### config.mk
export PLATFORM = sky130hd
export DESIGN_NAME = tlv_message_deframer
export DESIGN_NICKNAME = d
export VERILOG_FILES = /design/src/rtl/tlv_df_pkg.sv /design/src/rtl/tlv_df_step.sv /design/src/rtl/tlv_message_deframer.sv
export VERILOG_INCLUDE_DIRS = /design/src /design/src/rtl
export SDC_FILE = /design/constraint.sdc
export NUM_CORES = 1
export LEC_CHECK = 0
export BUFFER_PORTS_ARGS = -buffer_cell sky130_fd_sc_hd__buf_2
export CORE_MARGIN = 2
export CORE_UTILIZATION = 60
export CTS_BUF_LIST = sky130_fd_sc_hd__clkbuf_16
export CTS_CLUSTER_DIAMETER = 80
export CTS_CLUSTER_SIZE = 10
export DETAILED_ROUTE_END_ITERATION = 8
export PLACE_DENSITY_LB_ADDON = 0.1
export SYNTH_ARGS = -nofsm -noshare
export SYNTH_HDL_FRONTEND = slang
export SYNTH_SLANG_ARGS = --single-unit
### constraint.sdc
create_clock -name clk -period 5.9 [get_ports clk]
set_clock_uncertainty 0.15 [all_clocks]
set_input_delay 1.18 -clock clk [delete_from_list [all_inputs] [get_ports clk]]
set_output_delay 1.18 -clock clk [all_outputs]
set_load 0.005 [all_outputs]
### src/rtl/tlv_message_deframer_macros.svh
// Assertion macros shared by the TLV message deframer RTL.
`ifndef TLV_MESSAGE_DEFRAMER_MACROS_SVH
`define TLV_MESSAGE_DEFRAMER_MACROS_SVH

// Same-cycle implication, sampled on clk, off while rst_n is low
`define TLV_ASSERT_IMPLIES(label, ante, cons) \
  label: assert property (@(posedge clk) disable iff (!rst_n) (ante) |-> (cons)) \
    else $error("tlv deframer: same-cycle check failed");

// Next-cycle implication, sampled on clk, off while rst_n is low
`define TLV_ASSERT_NEXT(label, ante, cons) \
  label: assert property (@(posedge clk) disable iff (!rst_n) (ante) |=> (cons)) \
    else $error("tlv deframer: next-cycle check failed");

`endif

### src/rtl/tlv_df_pkg.sv
// Package for the TLV message deframer: field lengths, field codes and shared structs.
`timescale 1ns / 1ps
`default_nettype none

package tlv_df_pkg;

  // Fixed field lengths in bytes
  localparam logic [31:0] NAME_BYTES  = 32'd32;
  localparam logic [31:0] COUNT_BYTES = 32'd4;
  localparam logic [31:0] TYPE_BYTES  = 32'd4;
  localparam logic [31:0] SIZE_BYTES  = 32'd4;

  // Field being received; also the field tag on each result beat
  typedef enum logic [2:0] {
    PH_NAME    = 3'd0,
    PH_COUNT   = 3'd1,
    PH_TYPE    = 3'd2,
    PH_SIZE    = 3'd3,
    PH_PAYLOAD = 3'd4
  } phase_t;

  // Parser state carried from byte to byte
  typedef struct packed {
    phase_t      phase;
    logic [31:0] field_bytes_seen;
    logic [31:0] item_total;
    logic [31:0] items_started;
    logic [31:0] payload_length;
    logic [31:0] word_assembly;
  } state_t;

  // One result beat
  typedef struct packed {
    phase_t      field_tag;
    logic [7:0]  byte_out;
    logic [31:0] item_index;
    logic [31:0] byte_offset;
    logic        field_done;
    logic [31:0] field_value;
    logic        message_done;
  } result_t;

endpackage

`default_nettype wire

### src/rtl/tlv_df_step.sv
// Per-byte deframing logic: tags one byte and computes the next parser state.
`timescale 1ns / 1ps
`default_nettype none

module tlv_df_step (
  input  wire tlv_df_pkg::state_t st,
  input  wire logic [7:0]         rx_byte,
  output tlv_df_pkg::state_t      st_nxt,
  output tlv_df_pkg::result_t     res
);

  tlv_df_pkg::phase_t ph;
  logic [31:0] off;
  logic [31:0] off_inc;
  logic [31:0] flen;
  logic [31:0] idx;
  logic [31:0] wa;
  logic [31:0] value;
  logic        fdone;
  logic        mdone;
  logic        last_item;

  always_comb begin
    // out-of-range phase falls back to the name field
    case (st.phase)
      tlv_df_pkg::PH_NAME,
      tlv_df_pkg::PH_COUNT,
      tlv_df_pkg::PH_TYPE,
      tlv_df_pkg::PH_SIZE,
      tlv_df_pkg::PH_PAYLOAD: ph = st.phase;
      default:                ph = tlv_df_pkg::PH_NAME;
    endcase

    off     = st.field_bytes_seen;
    off_inc = off + 32'd1;

    // item index holds for type, size and payload bytes
    if ((ph inside {tlv_df_pkg::PH_TYPE, tlv_df_pkg::PH_SIZE, tlv_df_pkg::PH_PAYLOAD}) &&
        (st.items_started != 32'd0)) begin
      idx = st.items_started - 32'd1;
    end else begin
      idx = 32'd0;
    end

    // field length
    case (ph)
      tlv_df_pkg::PH_COUNT:   flen = tlv_df_pkg::COUNT_BYTES;
      tlv_df_pkg::PH_TYPE:    flen = tlv_df_pkg::TYPE_BYTES;
      tlv_df_pkg::PH_SIZE:    flen = tlv_df_pkg::SIZE_BYTES;
      tlv_df_pkg::PH_PAYLOAD: flen = st.payload_length;
      default:                flen = tlv_df_pkg::NAME_BYTES;
    endcase

    // little-endian word assembly for count, type and size
    wa = st.word_assembly;
    if ((ph inside {tlv_df_pkg::PH_COUNT, tlv_df_pkg::PH_TYPE, tlv_df_pkg::PH_SIZE}) &&
        (off < 32'd4)) begin
      wa = wa | ({24'd0, rx_byte} << {off[1:0], 3'b000});
    end

    last_item = (st.items_started == st.item_total);

    st_nxt = st;
    value  = 32'd0;
    fdone  = 1'b0;
    mdone  = 1'b0;

    if (off_inc >= flen) begin
      // this byte closes the field
      fdone                   = 1'b1;
      st_nxt.field_bytes_seen = 32'd0;
      st_nxt.word_assembly    = 32'd0;
      case (ph)
        tlv_df_pkg::PH_COUNT: begin
          value                = wa;
          st_nxt.item_total    = wa;
          if (wa == 32'd0) begin
            // empty message ends here
            st_nxt.phase         = tlv_df_pkg::PH_NAME;
            st_nxt.items_started = 32'd0;
            mdone                = 1'b1;
          end else begin
            st_nxt.phase         = tlv_df_pkg::PH_TYPE;
            st_nxt.items_started = 32'd1;
          end
        end
        tlv_df_pkg::PH_TYPE: begin
          value        = wa;
          st_nxt.phase = tlv_df_pkg::PH_SIZE;
        end
        tlv_df_pkg::PH_SIZE: begin
          value                 = wa;
          st_nxt.payload_length = wa;
          if (wa != 32'd0) begin
            st_nxt.phase = tlv_df_pkg::PH_PAYLOAD;
          end else if (last_item) begin
            // empty payload on the last item ends the message
            st_nxt.phase          = tlv_df_pkg::PH_NAME;
            st_nxt.item_total     = 32'd0;
            st_nxt.items_started  = 32'd0;
            st_nxt.payload_length = 32'd0;
            mdone                 = 1'b1;
          end else begin
            st_nxt.phase         = tlv_df_pkg::PH_TYPE;
            st_nxt.items_started = st.items_started + 32'd1;
          end
        end
        tlv_df_pkg::PH_PAYLOAD: begin
          if (last_item) begin
            st_nxt.phase          = tlv_df_pkg::PH_NAME;
            st_nxt.item_total     = 32'd0;
            st_nxt.items_started  = 32'd0;
            st_nxt.payload_length = 32'd0;
            mdone                 = 1'b1;
          end else begin
            st_nxt.phase         = tlv_df_pkg::PH_TYPE;
            st_nxt.items_started = st.items_started + 32'd1;
          end
        end
        default: begin
          st_nxt.phase = tlv_df_pkg::PH_COUNT;
        end
      endcase
    end else begin
      st_nxt.field_bytes_seen = off_inc;
      st_nxt.phase            = ph;
      st_nxt.word_assembly    = wa;
    end

    res.field_tag    = ph;
    res.byte_out     = rx_byte;
    res.item_index   = idx;
    res.byte_offset  = off;
    res.field_done   = fdone;
    res.field_value  = value;
    res.message_done = mdone;
  end

endmodule

`default_nettype wire

### src/rtl/tlv_message_deframer.sv
// Top level of the TLV message deframer: input register, parser state and result register.
//
//   channel  dir  handshake           beat contents
//   in_      in   in_valid/in_stall   in_rx_byte
//   out_     out  out_valid/out_stall tag, byte, item index, offset, done flags, value
//
// One byte per cycle while out_stall is low; each byte passes both registers in order.
// The 32-bit offset add and compare in the step logic set the clock path.
// rst_n is synchronous: the parser returns to the name field with all counts at zero.
// While out_stall is high the result holds; one more byte waits in the input register.
`timescale 1ns / 1ps
`default_nettype none

module tlv_message_deframer (
  input  wire logic        clk,
  input  wire logic        rst_n,
  input  wire logic        in_valid,
  output logic             in_stall,
  input  wire logic [7:0]  in_rx_byte,
  output logic             out_valid,
  input  wire logic        out_stall,
  output logic [2:0]       out_field_tag,
  output logic [7:0]       out_byte_out,
  output logic [31:0]      out_item_index,
  output logic [31:0]      out_byte_offset,
  output logic             out_field_done,
  output logic [31:0]      out_field_value,
  output logic             out_message_done
);

`include "tlv_message_deframer_macros.svh"

  logic                in_valid_r;
  logic                in_valid_nxt;
  logic [7:0]          in_byte_r;
  logic                out_valid_r;
  logic                out_valid_nxt;
  tlv_df_pkg::result_t out_res_r;
  tlv_df_pkg::result_t step_res;
  tlv_df_pkg::state_t  st_r;
  tlv_df_pkg::state_t  st_nxt;
  logic                in_take;
  logic                advance;

  // beat moves from input register to result register
  assign advance  = in_valid_r && (!out_valid_r || !out_stall);
  assign in_stall = in_valid_r && !advance;
  assign in_take  = in_valid && !in_stall;

  assign in_valid_nxt  = in_take || (in_valid_r && !advance);
  assign out_valid_nxt = advance || (out_valid_r && out_stall);

  tlv_df_step u_step (
    .st      (st_r),
    .rx_byte (in_byte_r),
    .st_nxt  (st_nxt),
    .res     (step_res)
  );

  // control and parser state
  always_ff @(posedge clk) begin
    if (!rst_n) begin
      in_valid_r  <= 1'b0;
      out_valid_r <= 1'b0;
      st_r        <= '{phase: tlv_df_pkg::PH_NAME, default: '0};
    end else begin
      in_valid_r  <= in_valid_nxt;
      out_valid_r <= out_valid_nxt;
      if (advance) begin
        st_r <= st_nxt;
      end
    end
  end

  // payload registers
  always_ff @(posedge clk) begin
    if (in_take) begin
      in_byte_r <= in_rx_byte;
    end
    if (advance) begin
      out_res_r <= step_res;
    end
  end

  assign out_valid        = out_valid_r;
  assign out_field_tag    = out_res_r.field_tag;
  assign out_byte_out     = out_res_r.byte_out;
  assign out_item_index   = out_res_r.item_index;
  assign out_byte_offset  = out_res_r.byte_offset;
  assign out_field_done   = out_res_r.field_done;
  assign out_field_value  = out_res_r.field_value;
  assign out_message_done = out_res_r.message_done;

  // a message end is always a field end
  `TLV_ASSERT_IMPLIES(a_msg_ends_field, out_valid_r && out_res_r.message_done, out_res_r.field_done)

  // name and count beats belong to no item
  `TLV_ASSERT_IMPLIES(a_hdr_no_item, out_valid_r && (out_res_r.field_tag == tlv_df_pkg::PH_NAME || out_res_r.field_tag == tlv_df_pkg::PH_COUNT), out_res_r.item_index == 32'd0)

  // after a message end the parser is back at a clean name field
  `TLV_ASSERT_NEXT(a_msg_restart, advance && step_res.message_done, st_r.phase == tlv_df_pkg::PH_NAME && st_r.items_started == 32'd0 && st_r.field_bytes_seen == 32'd0)

endmodule

`default_nettype wire
==> metrics.md <==
| Metric | Value |
|---|---|
| Setup TNS | `0 ns` |
| Fmax achieved | `200.4 MHz` |
| Clock Sinks | `282` |
| Die W | `156.3 um` |
| Critical Path Source Type | `flop` |
| First-pass DRT Iterations | `5` |
| Min-Delay Path Class | `flop to flop` |
| Mapped Nets | `1479` |
| PD cells | `266.5 nW/um^2` |
| HP Start | `st_r[61]$_SDFFE_PN0P_` |
| Critical path class | `flop to flop` |
| Worst vdd ir | `0.0003248 V` |
| Final ANT Viol Nets | `0` |
| Post-CTS setup buffers | `0` |
| Finished Layout Cells | `1793` |
| Post-synthesis mux area share | `0` |
| Layout area overhead | `10.72%` |
| First-pass GRT wire length | `57490 um` |
| Ant diodes | `0` |
| # setup viols final | `0` |
| Total GRT Usage | `0.2984` |
| Routed Wire Length | `36360 um` |
| Placed Instances | `1733` |
| Hold Crit Depth | `2` |
| Row count | `55` |
| #FFs+latches synth | `282` |
| Critical Path Source | `st_r[128]$_SDFFE_PN0P_` |
| Clk buf depth | `3` |
| Post-synth cell types | `79` |
| Cell Area, Synth | `13910 um^2` |
| Synth Area per Inst | `9.724 um^2` |
| Hold Vio Cnt, Final | `0` |
| WL/cell | `20.28 um` |
| Initial antenna violation count | `0` |
| Final routed DRC violation total | `0` |
| Worst Reg-to-Reg Cells | `13` |
| Setup crit end kind | `flop` |
| Starting DRT DRC Count | `1182` |
| Hold buffers post-CTS | `0` |
| Maxcap violations | `0` |
| Most common cell after layout, fill and taps aside | `dfxtp_1` |
| Max Fanout on Critical Path | `32` |
| FFs w/ async S/R, synth | `0` |
| Largest family of logic cells by synthesized area | `simple AND/OR/NAND/NOR gates` |
| GPL Wtd Cong | `0.9216` |
| Required time worst endpoint | `6.20 ns` |
| Die Y | `156.3 um` |
| Num CTS Buffers | `34` |
| Die ar. | `24430 um^2` |
| CTS H-tree depth | `2` |
| R2R Path Start | `st_r[128]$_SDFFE_PN0P_` |
| Initial Utilization | `0.6127` |
| Via count | `11310` |
| Status | `completed` |
| CTS tree | `built` |
| Post-Synth Adder-Cell Area | `0.03237` |
| Avg Vias per Cell | `6.306` |
| RR Endpoint | `st_r[96]$_SDFFE_PN0P_` |
| Final Net Count | `1532` |
| Static leakage | `5.654 nW` |
| Detailed placement HPWL | `24860 um` |
| Post-synthesis xor/xnor area fraction | `0.05728` |
| Warnings from Yosys | `0` |
| EDFF count, synth | `117` |
| I/O pin cnt | `123` |
| Main flop type after synthesis | `dfxtp_1` |
| Final number of max-transition violations | `0` |
| CP cell instances | `and2_1, nand3_1, nor4_1, nand3_1, xnor2_1, ha_1, nand4_1, nor4_1, nand2_1, a21oi_1, o21ai_4, or4_4, o2bb2ai_1` |
| Area of the core | `22710 um^2` |
| Vias in the first global route | `10370` |
| Filler Cells Inserted | `1799` |
| Grt total ovfl | `0` |
| Arr. time, crit path | `5.29 ns` |
| Worst R2R Setup Slack | `0.91 ns` |
| Worst-Skew Late Latency | `0.54 ns` |
| Clock slew at reported path FFs | `0.06 ns` |
| Hold EP | `st_r[61]$_SDFFE_PN0P_` |
| Layout cells sized above 1 | `0.1585` |
| Clock Tree Root | `clkbuf_16` |
| Simple-gate share of the synthesized area | `0.2076` |
| RSZ-0062 raised after global routing | `no` |
| Port Buffers | `122` |
| Largest net degree at the start of global routing | `91` |
| CP max stage delay | `0.82 ns` |
| PostCTS Resize Cnt | `0` |
| Post-route minimum period | `4.991 ns` |
| Synthesized instance count | `1431` |
| Worst slew margin | `0.1694` |
| Synth Area in Compound Gates | `0.1595` |
| Final period utilization | `0.8459` |
| CP max stage cell | `or4_4` |
| Slew @ Worst Pin | `1.246 ns` |
| Sequential area share after synthesis | `0.4899` |
| Commonest cells after routing, fill and taps aside | `dfxtp_1, nor2_1, a21oi_1, nand2_1, buf_2` |
## layout make-up
type	instances	area [um^2]	share of cell area
Clock buffer	34	850.8	0.05523
Clock inverter	26	181.4	0.01178
Inverter	24	95.09	0.006172
Multi-Input combinational cell	1003	6367	0.4133
Sequential cell	282	6817	0.4425
Tap cell	285	356.6	0.02315
Timing Repair Buffer	139	738.2	0.04792
## registers in the layout (all words and copies together) (netlist names)
signal,cells
in_valid_r,1
out_field_tag,3
out_item_index,32
out_byte_offset,32
out_byte_out,8
out_message_done,1
out_field_value,32
in_byte_r,8
out_field_done,1
out_valid,1
st_r,163
## metal layers
layer | up-vias | track usage | routed length (um)
li1 | 5341 | - | -
met1 | 5295 | 0.4449 | 16070
met2 | 576 | 0.4487 | 16050
met3 | 94 | 0.04348 | 3116
met4 | 0 | 0.09699 | 1119
met5 | - | 0 | 0
## worst max path at each step
stage | endpoint | slack (ns) | depth (start not counted)
6_report | st_r[96]$_SDFFE_PN0P_ | 0.91 | 13
5_1_grt | st_r[70]$_SDFFE_PN0P_ | 0.43 | 13
4_1_cts | st_r[96]$_SDFFE_PN0P_ | 0.92 | 13
3_5_place_dp | st_r[96]$_SDFFE_PN0P_ | 0.94 | 13
3_3_place_gp | st_r[74]$_SDFFE_PN0P_ | 1.11 | 13
2_1_floorplan | out_byte_offset[0]$_DFFE_PP_ | 0.39 | 5
## cell usage after synthesis, drive strengths merged, types with 3 or more instances
master	count	area [um^2]
o2bb2ai	33	483.0
nor2	148	558.0
inv	23	86.33
o311ai	3	26.28
nand4	39	250.2
nand2	124	468.0
nor2b	4	25.02
nand3	49	245.2
xnor2	45	394.1
o2111ai	6	58.80
nor4	37	252.7
dfxtp	165	3303
a31oi	30	202.7
o41ai	4	35.03
nor3b	5	53.80
o21a	6	45.04
or3	48	305.3
a21o	3	22.52
edfxtp	117	3513
a21oi	126	630.6
o21ai	54	270.3
xor2	46	402.9
o31ai	11	82.58
ha	36	450.4
nor3	48	272.8
buf	48	372.9
and4	5	43.79
and2	8	52.56
clkbuf	74	279.0
nand3b	3	22.52
o211ai	17	127.6
or4	23	191.4
a31o	3	26.28
and3	9	56.30
## stage by stage
step / instance area (um^2) / power, mW / utilization / hold slack (ns) / setup WS (ns)
2_1_floorplan: 13910 / 2.207 / - / 0.2529 / 0.3936
3_3_place_gp: 14370 / 2.253 / 0.6329 / 0.3141 / 1.110
3_5_place_dp: 14370 / 2.255 / 0.6329 / 0.3222 / 0.9431
4_1_cts: 15410 / 4.124 / 0.6784 / 0.3314 / 0.9169
5_1_grt: 15410 / 4.217 / 0.6784 / 0.3494 / 0.4338
6_report: 15410 / 4.106 / 0.6784 / 0.3286 / 0.9093
## power by group
part           internal (mW)  total (mW)  switching, mW
Sequential              2.06        2.09         0.0261
Combinational         0.0384       0.124         0.0851
Clock                   1.06        1.89          0.829
Total                   3.17        4.11          0.940
## critical path, delay by kind of cell (launching register included)
kind / cells / cell delay [ns]
and+or+nand+nor: 8 / 2.81
AOI/OAI and AO/OA: 3 / 0.72
adders and majority gates: 1 / 0.32
DFF: 1 / 0.71
xor gates and xnor gates: 1 / 0.17
## logic make-up after synthesis
group,after synthesis
simple gates,559
compound gates,317
flops,282
buf+inv,146
xor+xnor,91
fa+ha+maj,36
No activity file was read; power rests on OpenSTA's default activity.
